**config.mk**
```make
export PLATFORM = sky130hd
export DESIGN_NAME = round_robin_task_table_unit
export DESIGN_NICKNAME = d
export VERILOG_FILES = /design/src/rtl/rrtt_pkg.sv /design/src/rtl/rrtt_ctrl.sv /design/src/rtl/rrtt_datapath.sv /design/src/rtl/round_robin_task_table_unit.sv
export SDC_FILE = /design/constraint.sdc
export NUM_CORES = 1
export LEC_CHECK = 0
export BUFFER_PORTS_ARGS = -buffer_cell sky130_fd_sc_hd__buf_4
export CORE_ASPECT_RATIO = 1.2
export CORE_MARGIN = 3
export CORE_UTILIZATION = 60
export DETAILED_ROUTE_END_ITERATION = 7
export PLACE_DENSITY_LB_ADDON = 0.25
export SLEW_MARGIN = 20
export SYNTH_ARGS = -nofsm -noshare
export SYNTH_HDL_FRONTEND = slang
export SYNTH_SLANG_ARGS = --single-unit
```
**constraint.sdc**
```tcl
create_clock -name i_clk -period 5.7 [get_ports i_clk]
set_input_delay 1.14 -clock i_clk [delete_from_list [all_inputs] [get_ports i_clk]]
set_output_delay 1.14 -clock i_clk [all_outputs]
set_load 0.02 [all_outputs]
```
**src/rtl/rrtt_pkg.sv**
```systemverilog
// Package for the round-robin task table: payload types, action and status
// codes, and the command and status structs between controller and datapath.
// No dependencies.
package rrtt_pkg;

    // Default number of task slots.
    localparam int NUM_SLOTS_DEF = 8;

    // Action codes of an input item.
    localparam logic [1:0] ACT_ADD    = 2'd0;
    localparam logic [1:0] ACT_KILL   = 2'd1;
    localparam logic [1:0] ACT_SWITCH = 2'd2;

    // Status codes of a result item.
    localparam logic [1:0] ST_OK       = 2'd0;
    localparam logic [1:0] ST_FULL     = 2'd1;
    localparam logic [1:0] ST_NO_TASK  = 2'd2;
    localparam logic [1:0] ST_BAD_SLOT = 2'd3;

    // Input item.
    typedef struct packed {
        logic [1:0]  action;
        logic [15:0] task_handle;
        logic [2:0]  slot_index;
    } t_in;

    // Result item.
    typedef struct packed {
        logic [1:0]  status;
        logic [2:0]  result_slot;
        logic [15:0] run_handle;
    } t_out;

    // Commands from the controller to the datapath.
    typedef struct packed {
        logic load;       // latch the accepted input item
        logic init_scan;  // set the scan pointer and step count for the action
        logic step;       // advance the scan pointer by one slot
        logic add_write;  // store the handle in the slot under the pointer
        logic add_full;   // report a full table
        logic sw_hit;     // make the slot under the pointer current, read its handle
        logic sw_miss;    // clear the current slot, report no task
        logic sw_data;    // capture the handle read from the store
        logic kill;       // free the requested slot or flag it as bad
        logic nop;        // unused action
        logic emit;       // move the result into the output register
    } t_cmd;

    // Status from the datapath to the controller.
    typedef struct packed {
        logic [1:0] action;    // action of the latched item
        logic       slot_used; // valid bit of the slot under the pointer
        logic       last;      // this is the final slot of the scan
        logic       out_free;  // the output register can take a result
    } t_stat;

endpackage

```
**src/rtl/rrtt_ctrl.sv**
```systemverilog
// Controller state machine of the round-robin task table.
// Depends on rrtt_pkg for the command and status structs and action codes.
module rrtt_ctrl (
    input  logic           i_clk,
    input  logic           i_rst_n,
    input  logic           i_in_valid,
    output logic           o_in_ready,
    input  rrtt_pkg::t_stat i_stat,
    output rrtt_pkg::t_cmd  o_cmd
);

    localparam logic [2:0] S_IDLE    = 3'd0;
    localparam logic [2:0] S_DECODE  = 3'd1;
    localparam logic [2:0] S_ADD     = 3'd2;
    localparam logic [2:0] S_SWITCH  = 3'd3;
    localparam logic [2:0] S_SW_READ = 3'd4;
    localparam logic [2:0] S_DONE    = 3'd5;

    logic [2:0] r_state;
    logic [2:0] n_state;

    assign o_in_ready = (r_state == S_IDLE);

    // Next state and command decode.
    always_comb begin
        n_state = r_state;
        o_cmd   = '0;
        unique case (r_state)
            S_IDLE: begin
                if (i_in_valid) begin
                    o_cmd.load = 1'b1;
                    n_state    = S_DECODE;
                end
            end
            S_DECODE: begin
                unique case (i_stat.action)
                    rrtt_pkg::ACT_ADD: begin
                        o_cmd.init_scan = 1'b1;
                        n_state         = S_ADD;
                    end
                    rrtt_pkg::ACT_SWITCH: begin
                        o_cmd.init_scan = 1'b1;
                        n_state         = S_SWITCH;
                    end
                    rrtt_pkg::ACT_KILL: begin
                        o_cmd.kill = 1'b1;
                        n_state    = S_DONE;
                    end
                    default: begin
                        o_cmd.nop = 1'b1;
                        n_state   = S_DONE;
                    end
                endcase
            end
            S_ADD: begin
                if (!i_stat.slot_used) begin
                    o_cmd.add_write = 1'b1;
                    n_state         = S_DONE;
                end else if (i_stat.last) begin
                    o_cmd.add_full = 1'b1;
                    n_state        = S_DONE;
                end else begin
                    o_cmd.step = 1'b1;
                end
            end
            S_SWITCH: begin
                if (i_stat.slot_used) begin
                    o_cmd.sw_hit = 1'b1;
                    n_state      = S_SW_READ;
                end else if (i_stat.last) begin
                    o_cmd.sw_miss = 1'b1;
                    n_state       = S_DONE;
                end else begin
                    o_cmd.step = 1'b1;
                end
            end
            S_SW_READ: begin
                o_cmd.sw_data = 1'b1;
                n_state       = S_DONE;
            end
            S_DONE: begin
                if (i_stat.out_free) begin
                    o_cmd.emit = 1'b1;
                    n_state    = S_IDLE;
                end
            end
            default: begin
                n_state = S_IDLE;
            end
        endcase
    end

    // State register.
    always_ff @(posedge i_clk) begin
        if (!i_rst_n) begin
            r_state <= S_IDLE;
        end else begin
            r_state <= n_state;
        end
    end

    // The handle read always follows a hit in the switch scan.
    a_read_after_hit: assert property (@(posedge i_clk) disable iff (!i_rst_n)
        (r_state == S_SW_READ) |-> ($past(r_state) == S_SWITCH))
        else $error("handle read state entered without a switch hit");

    // A scan ends by the last slot, never runs past it.
    a_scan_ends: assert property (@(posedge i_clk) disable iff (!i_rst_n)
        ((r_state == S_ADD || r_state == S_SWITCH) && i_stat.last) |=>
        (r_state != S_ADD && r_state != S_SWITCH))
        else $error("slot scan continued past the last slot");

endmodule

```
**src/rtl/rrtt_datapath.sv**
```systemverilog
// Datapath of the round-robin task table: valid bits, handle store, current
// slot, scan pointer and result registers. Depends on rrtt_pkg.
module rrtt_datapath #(
    parameter int NUM_SLOTS = rrtt_pkg::NUM_SLOTS_DEF
) (
    input  logic            i_clk,
    input  logic            i_rst_n,
    input  rrtt_pkg::t_in   i_in,
    input  rrtt_pkg::t_cmd  i_cmd,
    output rrtt_pkg::t_stat o_stat,
    output logic            o_out_valid,
    input  logic            i_out_ready,
    output rrtt_pkg::t_out  o_out
);

    localparam int IW = (NUM_SLOTS > 1) ? $clog2(NUM_SLOTS) : 1;
    localparam int XW = (IW > 3) ? IW : 3;
    localparam logic [IW-1:0] LAST_SLOT = IW'(NUM_SLOTS - 1);

    rrtt_pkg::t_in  r_item;
    rrtt_pkg::t_out r_res;
    logic [NUM_SLOTS-1:0] r_valid;
    logic [15:0]    r_mem [NUM_SLOTS];
    logic [15:0]    r_rd;
    logic [IW-1:0]  r_ptr;
    logic [IW-1:0]  r_cnt;
    logic [IW-1:0]  r_cur;
    logic           r_none;

    logic [XW-1:0]  ptr_x;
    logic [XW-1:0]  idx_x;
    logic [IW-1:0]  kill_idx;
    logic           bad_slot;
    logic [IW-1:0]  ptr_next;
    logic [IW-1:0]  sw_start;

    assign ptr_x    = XW'(r_ptr);
    assign idx_x    = XW'(r_item.slot_index);
    assign kill_idx = idx_x[IW-1:0];
    assign bad_slot = (32'(r_item.slot_index) >= NUM_SLOTS);
    assign ptr_next = (r_ptr == LAST_SLOT) ? '0 : r_ptr + 1'b1;
    assign sw_start = r_none ? '0 : ((r_cur == LAST_SLOT) ? '0 : r_cur + 1'b1);

    // Status toward the controller.
    assign o_stat.action    = r_item.action;
    assign o_stat.slot_used = r_valid[r_ptr];
    assign o_stat.last      = (r_cnt == LAST_SLOT);
    assign o_stat.out_free  = !o_out_valid || i_out_ready;

    // Latched item, scan pointer and step count.
    always_ff @(posedge i_clk) begin
        if (i_cmd.load) begin
            r_item <= i_in;
        end
        if (i_cmd.init_scan) begin
            r_cnt <= '0;
            r_ptr <= (r_item.action == rrtt_pkg::ACT_SWITCH) ? sw_start : '0;
        end else if (i_cmd.step) begin
            r_cnt <= r_cnt + 1'b1;
            r_ptr <= ptr_next;
        end
    end

    // Slot valid bits and current slot.
    always_ff @(posedge i_clk) begin
        if (!i_rst_n) begin
            r_valid <= '0;
            r_cur   <= '0;
            r_none  <= 1'b1;
        end else begin
            if (i_cmd.add_write) begin
                r_valid[r_ptr] <= 1'b1;
            end
            if (i_cmd.kill && !bad_slot) begin
                r_valid[kill_idx] <= 1'b0;
            end
            if (i_cmd.sw_hit) begin
                r_cur  <= r_ptr;
                r_none <= 1'b0;
            end else if (i_cmd.sw_miss) begin
                r_cur  <= '0;
                r_none <= 1'b1;
            end
        end
    end

    // Handle store with a registered read port.
    always_ff @(posedge i_clk) begin
        if (i_cmd.add_write) begin
            r_mem[r_ptr] <= r_item.task_handle;
        end
        if (i_cmd.sw_hit) begin
            r_rd <= r_mem[r_ptr];
        end
    end

    // Result under construction.
    always_ff @(posedge i_clk) begin
        if (i_cmd.add_write || i_cmd.sw_hit) begin
            r_res.status      <= rrtt_pkg::ST_OK;
            r_res.result_slot <= ptr_x[2:0];
            r_res.run_handle  <= '0;
        end else if (i_cmd.add_full) begin
            r_res <= '{status: rrtt_pkg::ST_FULL, result_slot: '0, run_handle: '0};
        end else if (i_cmd.sw_miss) begin
            r_res <= '{status: rrtt_pkg::ST_NO_TASK, result_slot: '0, run_handle: '0};
        end else if (i_cmd.kill) begin
            r_res.status      <= bad_slot ? rrtt_pkg::ST_BAD_SLOT : rrtt_pkg::ST_OK;
            r_res.result_slot <= '0;
            r_res.run_handle  <= '0;
        end else if (i_cmd.nop) begin
            r_res <= '{status: rrtt_pkg::ST_OK, result_slot: '0, run_handle: '0};
        end else if (i_cmd.sw_data) begin
            r_res.run_handle <= r_rd;
        end
    end

    // Output register; a result waits here until its transfer.
    always_ff @(posedge i_clk) begin
        if (!i_rst_n) begin
            o_out_valid <= 1'b0;
        end else if (i_cmd.emit) begin
            o_out_valid <= 1'b1;
        end else if (i_out_ready) begin
            o_out_valid <= 1'b0;
        end
    end

    always_ff @(posedge i_clk) begin
        if (i_cmd.emit) begin
            o_out <= r_res;
        end
    end

    // A result is only loaded when the output register is free.
    a_emit_free: assert property (@(posedge i_clk) disable iff (!i_rst_n)
        i_cmd.emit |-> (!o_out_valid || i_out_ready))
        else $error("result loaded over an untransferred result");

    // An add stores into a slot that then reads as used.
    a_add_sets: assert property (@(posedge i_clk) disable iff (!i_rst_n)
        i_cmd.add_write |=> r_valid[$past(r_ptr)])
        else $error("add did not mark its slot used");

    // A full report only when every slot is used.
    a_full: assert property (@(posedge i_clk) disable iff (!i_rst_n)
        i_cmd.add_full |-> (&r_valid))
        else $error("table reported full with a free slot");

    // A switch hit lands on a used slot.
    a_hit_used: assert property (@(posedge i_clk) disable iff (!i_rst_n)
        i_cmd.sw_hit |-> r_valid[r_ptr])
        else $error("switch chose a free slot");

endmodule

```
**src/rtl/round_robin_task_table_unit.sv**
```systemverilog
// Sequence per item: after decode, a kill or unused action builds its result directly.
// An add scans upward from slot 0 to the first free slot; a switch scans upward, wrapping,
// from the slot after the current one to the first used slot, then reads its handle.
// Throughput: one item at a time; the next item transfers in once the result sits in
// the output register. Reset (synchronous, active low) frees every slot, sets the
// current slot to none and empties the output register.
module round_robin_task_table_unit #(
    parameter int NUM_SLOTS = rrtt_pkg::NUM_SLOTS_DEF
) (
    input  logic           i_clk,
    input  logic           i_rst_n,
    input  logic           i_in_valid,
    output logic           o_in_ready,
    input  rrtt_pkg::t_in  i_in,
    output logic           o_out_valid,
    input  logic           i_out_ready,
    output rrtt_pkg::t_out o_out
);

    rrtt_pkg::t_cmd  cmd;
    rrtt_pkg::t_stat stat;

    // Sequencer.
    rrtt_ctrl u_ctrl (
        .i_clk      (i_clk),
        .i_rst_n    (i_rst_n),
        .i_in_valid (i_in_valid),
        .o_in_ready (o_in_ready),
        .i_stat     (stat),
        .o_cmd      (cmd)
    );

    // Slot table and result path.
    rrtt_datapath #(
        .NUM_SLOTS (NUM_SLOTS)
    ) u_datapath (
        .i_clk       (i_clk),
        .i_rst_n     (i_rst_n),
        .i_in        (i_in),
        .i_cmd       (cmd),
        .o_stat      (stat),
        .o_out_valid (o_out_valid),
        .i_out_ready (i_out_ready),
        .o_out       (o_out)
    );

endmodule

```
==> metrics.txt <==
CP Class=flip-flop to flip-flop; setup repair after global routing missed its margin=false; number of nets with antenna violations after detailed routing=0; detailed-routing iteration count for the pre-antenna-repair pass=6; layout filler cell count=869; number of buffers inserted during clock tree synthesis=21; Post-CTS Hold Fix Bufs=0; post-CTS setup repair buffer count=0; average routed wire per standard cell=21.46 um; launching instance or port of the critical path=u_datapath.ptr_x[2]$_DFFE_PP_; met2 wirelength from detailed routing=8464 um; number of design rule violations left after detail routing=0; flip-flop and latch count after synthesis=229; final layout net count=623; first-iteration detailed-routing DRC count=679; clock tree from TritonCTS=done; antenna violations before repair=0; launching point of the worst reg2reg path=u_datapath.ptr_x[2]$_DFFE_PP_; Hold EP=u_datapath.o_out[18]$_DFFE_PP_; clock skew=11.76 ps; length in cells of the worst reg-to-reg path=4; via count=4957; clock tree root driver cell=clkbuf_16; share of cells above drive strength 1=22.37%; end of the worst register-to-register path=u_datapath.r_mem[7][15]$_DFFE_PP_; most frequent standard cell in the layout excluding fill and tap cells=edfxtp_1; dominant synthesized flop cell=edfxtp_1; tightest slew margin relative to the limit=31.91%; post-detailed-routing wire length=16710 um; number of max-slew violations in the final report=0; total global-route track usage=21.53%; global-route congestion overflow total=0; Data required, critical path=5810 ps; adder-cell share of the synthesized area=0.7242%; clock-pin slew reported for the worst setup and hold paths after clock tree synthesis=60 ps; worst hold path type=flip-flop to flip-flop; Critical Path End Type=flip-flop; horizontal die dimension=115.5 um; routability congestion estimate from global placement=0.8794; maximum fanout along the worst path=22; maximum number of pins on one net before global-route repair=44; slew of the pin with the lowest slew margin=1021 ps; maximum clock path buffer count=3; Resized Gates After CTS=0; wire length of the first global-routing pass=26280 um; Top Ports=48; setup slack of the critical path after layout=2206 ps; gate count of the mapped netlist=544; startpoint class of the critical path=flip-flop; result of the run=finished clean; max-cap violations=0; CTS H-tree lvls=1; Pwr per Cell Area=446.8 nW/um^2; number of stages on the worst hold path=0; Final Hold Viols=0; die area=15880 sq um; Peak supply drop=0.3244 mV; proportion of synthesized flip-flops having asynchronous set or reset=0%; worst-skew pair later-pin latency=500 ps; multiplexer share of the synthesized area=5.982%; simple-gate share of the synthesized area=6.837%; Min Clock Period, post-route=3494 ps; Worst Setup Slack post-DPL=2313 ps; Netlist Area Pre-Place=8638 sq um; number of endpoints failing setup at the final stage=0; sequential element share of the synthesized area=75.32%; core outline area=13940 sq um; average size of a mapped cell=15.88 sq um; Post-Synth XOR/XNOR Area=0.2028%; Synth Net Count=574; area fraction in compound gates after synthesis=8.980%; number of warnings printed during yosys synthesis=0; Max Fclk=286.2 MHz; post-layout util=70.70%; main combinational cell family by area after synthesis=compound AO/OA/AOI/OAI gates; count of input and output buffers=47; antenna cell count=0; y dimension of the die=137.4 um; number of clock sinks=229; Tcrit/Tclk final=61.30%; worst path arrival time=3600 ps; worst hold start=u_datapath.r_res[18]$_SDFFCE_PN0P_; Max Used Layer=met4; area growth from synthesis to layout=14.06%; number of rows created at floorplan=47; Reg2Reg Setup Slack=2210 ps; Final HPWL DP=10780 um; count of flip-flops with a built-in enable after synthesis=192; count of distinct cell types in the synthesized netlist=55; number of vias per cell after detailed routing=6.363; final worst hold slack=422.7 ps; Met3 Routed Length=1307 um; starting utilization of the core area=61.98%; leakage power total=3.353 nW; met1 wire length=6395 um; top library cells by usage in the layout, fill and taps aside=edfxtp_1 (192), nand2_1 (60), buf_4 (56); summed negative setup slack over all endpoints=0 ps; vias in the first global route=4854
==> state kept, by name, indices dropped and copies added, names as in the netlist, 2 cells and up <==
name / count
u_datapath.idx_x: 3
u_datapath.r_valid: 8
u_datapath.o_stat: 2
u_datapath.ptr_x: 3
u_datapath.r_res: 21
u_datapath.r_item: 16
u_datapath.r_cur: 3
u_ctrl.r_state: 3
u_datapath.r_mem: 128
u_datapath.r_cnt: 3
u_datapath.r_rd: 16
u_datapath.o_out: 21
==> per-stage QoR <==
stage,std cells,total power [mW],instance area [sq um]
floorplan,544,2.802,8638
global placement,741,3.025,9169
detailed placement,741,3.061,9169
CTS,779,4.419,9852
global route,779,4.596,9853
finish,779,4.403,9853
==> cell type report <==
| class | count | area, sq um | area share [%] |
|---|---|---|---|
| flip-flops and latches | 229 | 6506 | 66.03 |
| inverters | 9 | 33.78 | 0.3429 |
| clock inverters | 9 | 76.32 | 0.7746 |
| multi-input cells | 276 | 1996 | 20.25 |
| clock buffers | 29 | 606.8 | 6.159 |
| well taps | 171 | 214.0 | 2.171 |
| repair buffers | 56 | 420.4 | 4.267 |
==> critical path, cell delays in order (launching register included) <==
cell and delay (ps):
edfxtp_1 890, nor2b_1 550, a22o_2 290, or2_0 430, and3_1 930
==> worst max path at each step <==
stage / to / slack, ps / cells past startpoint
CTS: u_datapath.r_mem[7][15]$_DFFE_PP_ / 2250 / 4
global route: u_datapath.r_mem[7][15]$_DFFE_PP_ / 2090 / 4
detailed placement: u_datapath.r_valid[7]$_SDFF_PN0_ / 2310 / 5
floorplan: u_datapath.r_valid[5]$_SDFF_PN0_ / 2930 / 6
finish: u_datapath.r_mem[7][15]$_DFFE_PP_ / 2210 / 4
global placement: u_datapath.r_mem[7][2]$_DFFE_PP_ / 2440 / 4
==> cell families after synthesis <==
group,Yosys count
AND/OR/NAND/NOR,124
multiplexers,41
XOR/XNOR,2
adder cells (fa/ha/maj),5
buffers and inverters,39
AO/OA/AOI/OAI,104
flip-flops,229
==> routing by layer <==
metal | vias to the layer above | track usage [%]
met5 | - | 0
li1 | 2214 | -
met3 | 42 | 2.988
met2 | 276 | 36.94
met1 | 2425 | 28.07
met4 | 0 | 8.154
==> cells in the mapped netlist (all sizes together) (3+ instances only) <==
cell type | number | area [sq um]
nor2 | 21 | 81.33
a221oi | 15 | 131.4
clkbuf | 18 | 67.56
a22oi | 12 | 90.09
o21ai | 8 | 43.79
o22ai | 9 | 56.30
o221a | 8 | 90.08
mux2 | 22 | 247.7
nor2b | 4 | 25.02
nand2b | 7 | 43.79
mux2i | 13 | 133.9
mux4 | 6 | 135.1
nor3 | 9 | 45.04
and3 | 6 | 37.54
dfxtp | 37 | 740.7
edfxtp | 192 | 5766
a21oi | 26 | 141.4
buf | 12 | 67.56
ha | 5 | 62.56
nand2 | 60 | 225.2
nor4 | 3 | 37.54
and2 | 3 | 18.77
o31ai | 3 | 22.52
a32oi | 5 | 43.79
inv | 9 | 33.78
a31oi | 4 | 25.02
==> power by group <==
part / internal (mW) / switching, mW / total (mW)
Clock: 0.794 / 0.568 / 1.36
Sequential: 2.09 / 0.166 / 2.25
Combinational: 0.291 / 0.498 / 0.788
Note: power is estimated with default switching activity, not from simulation.
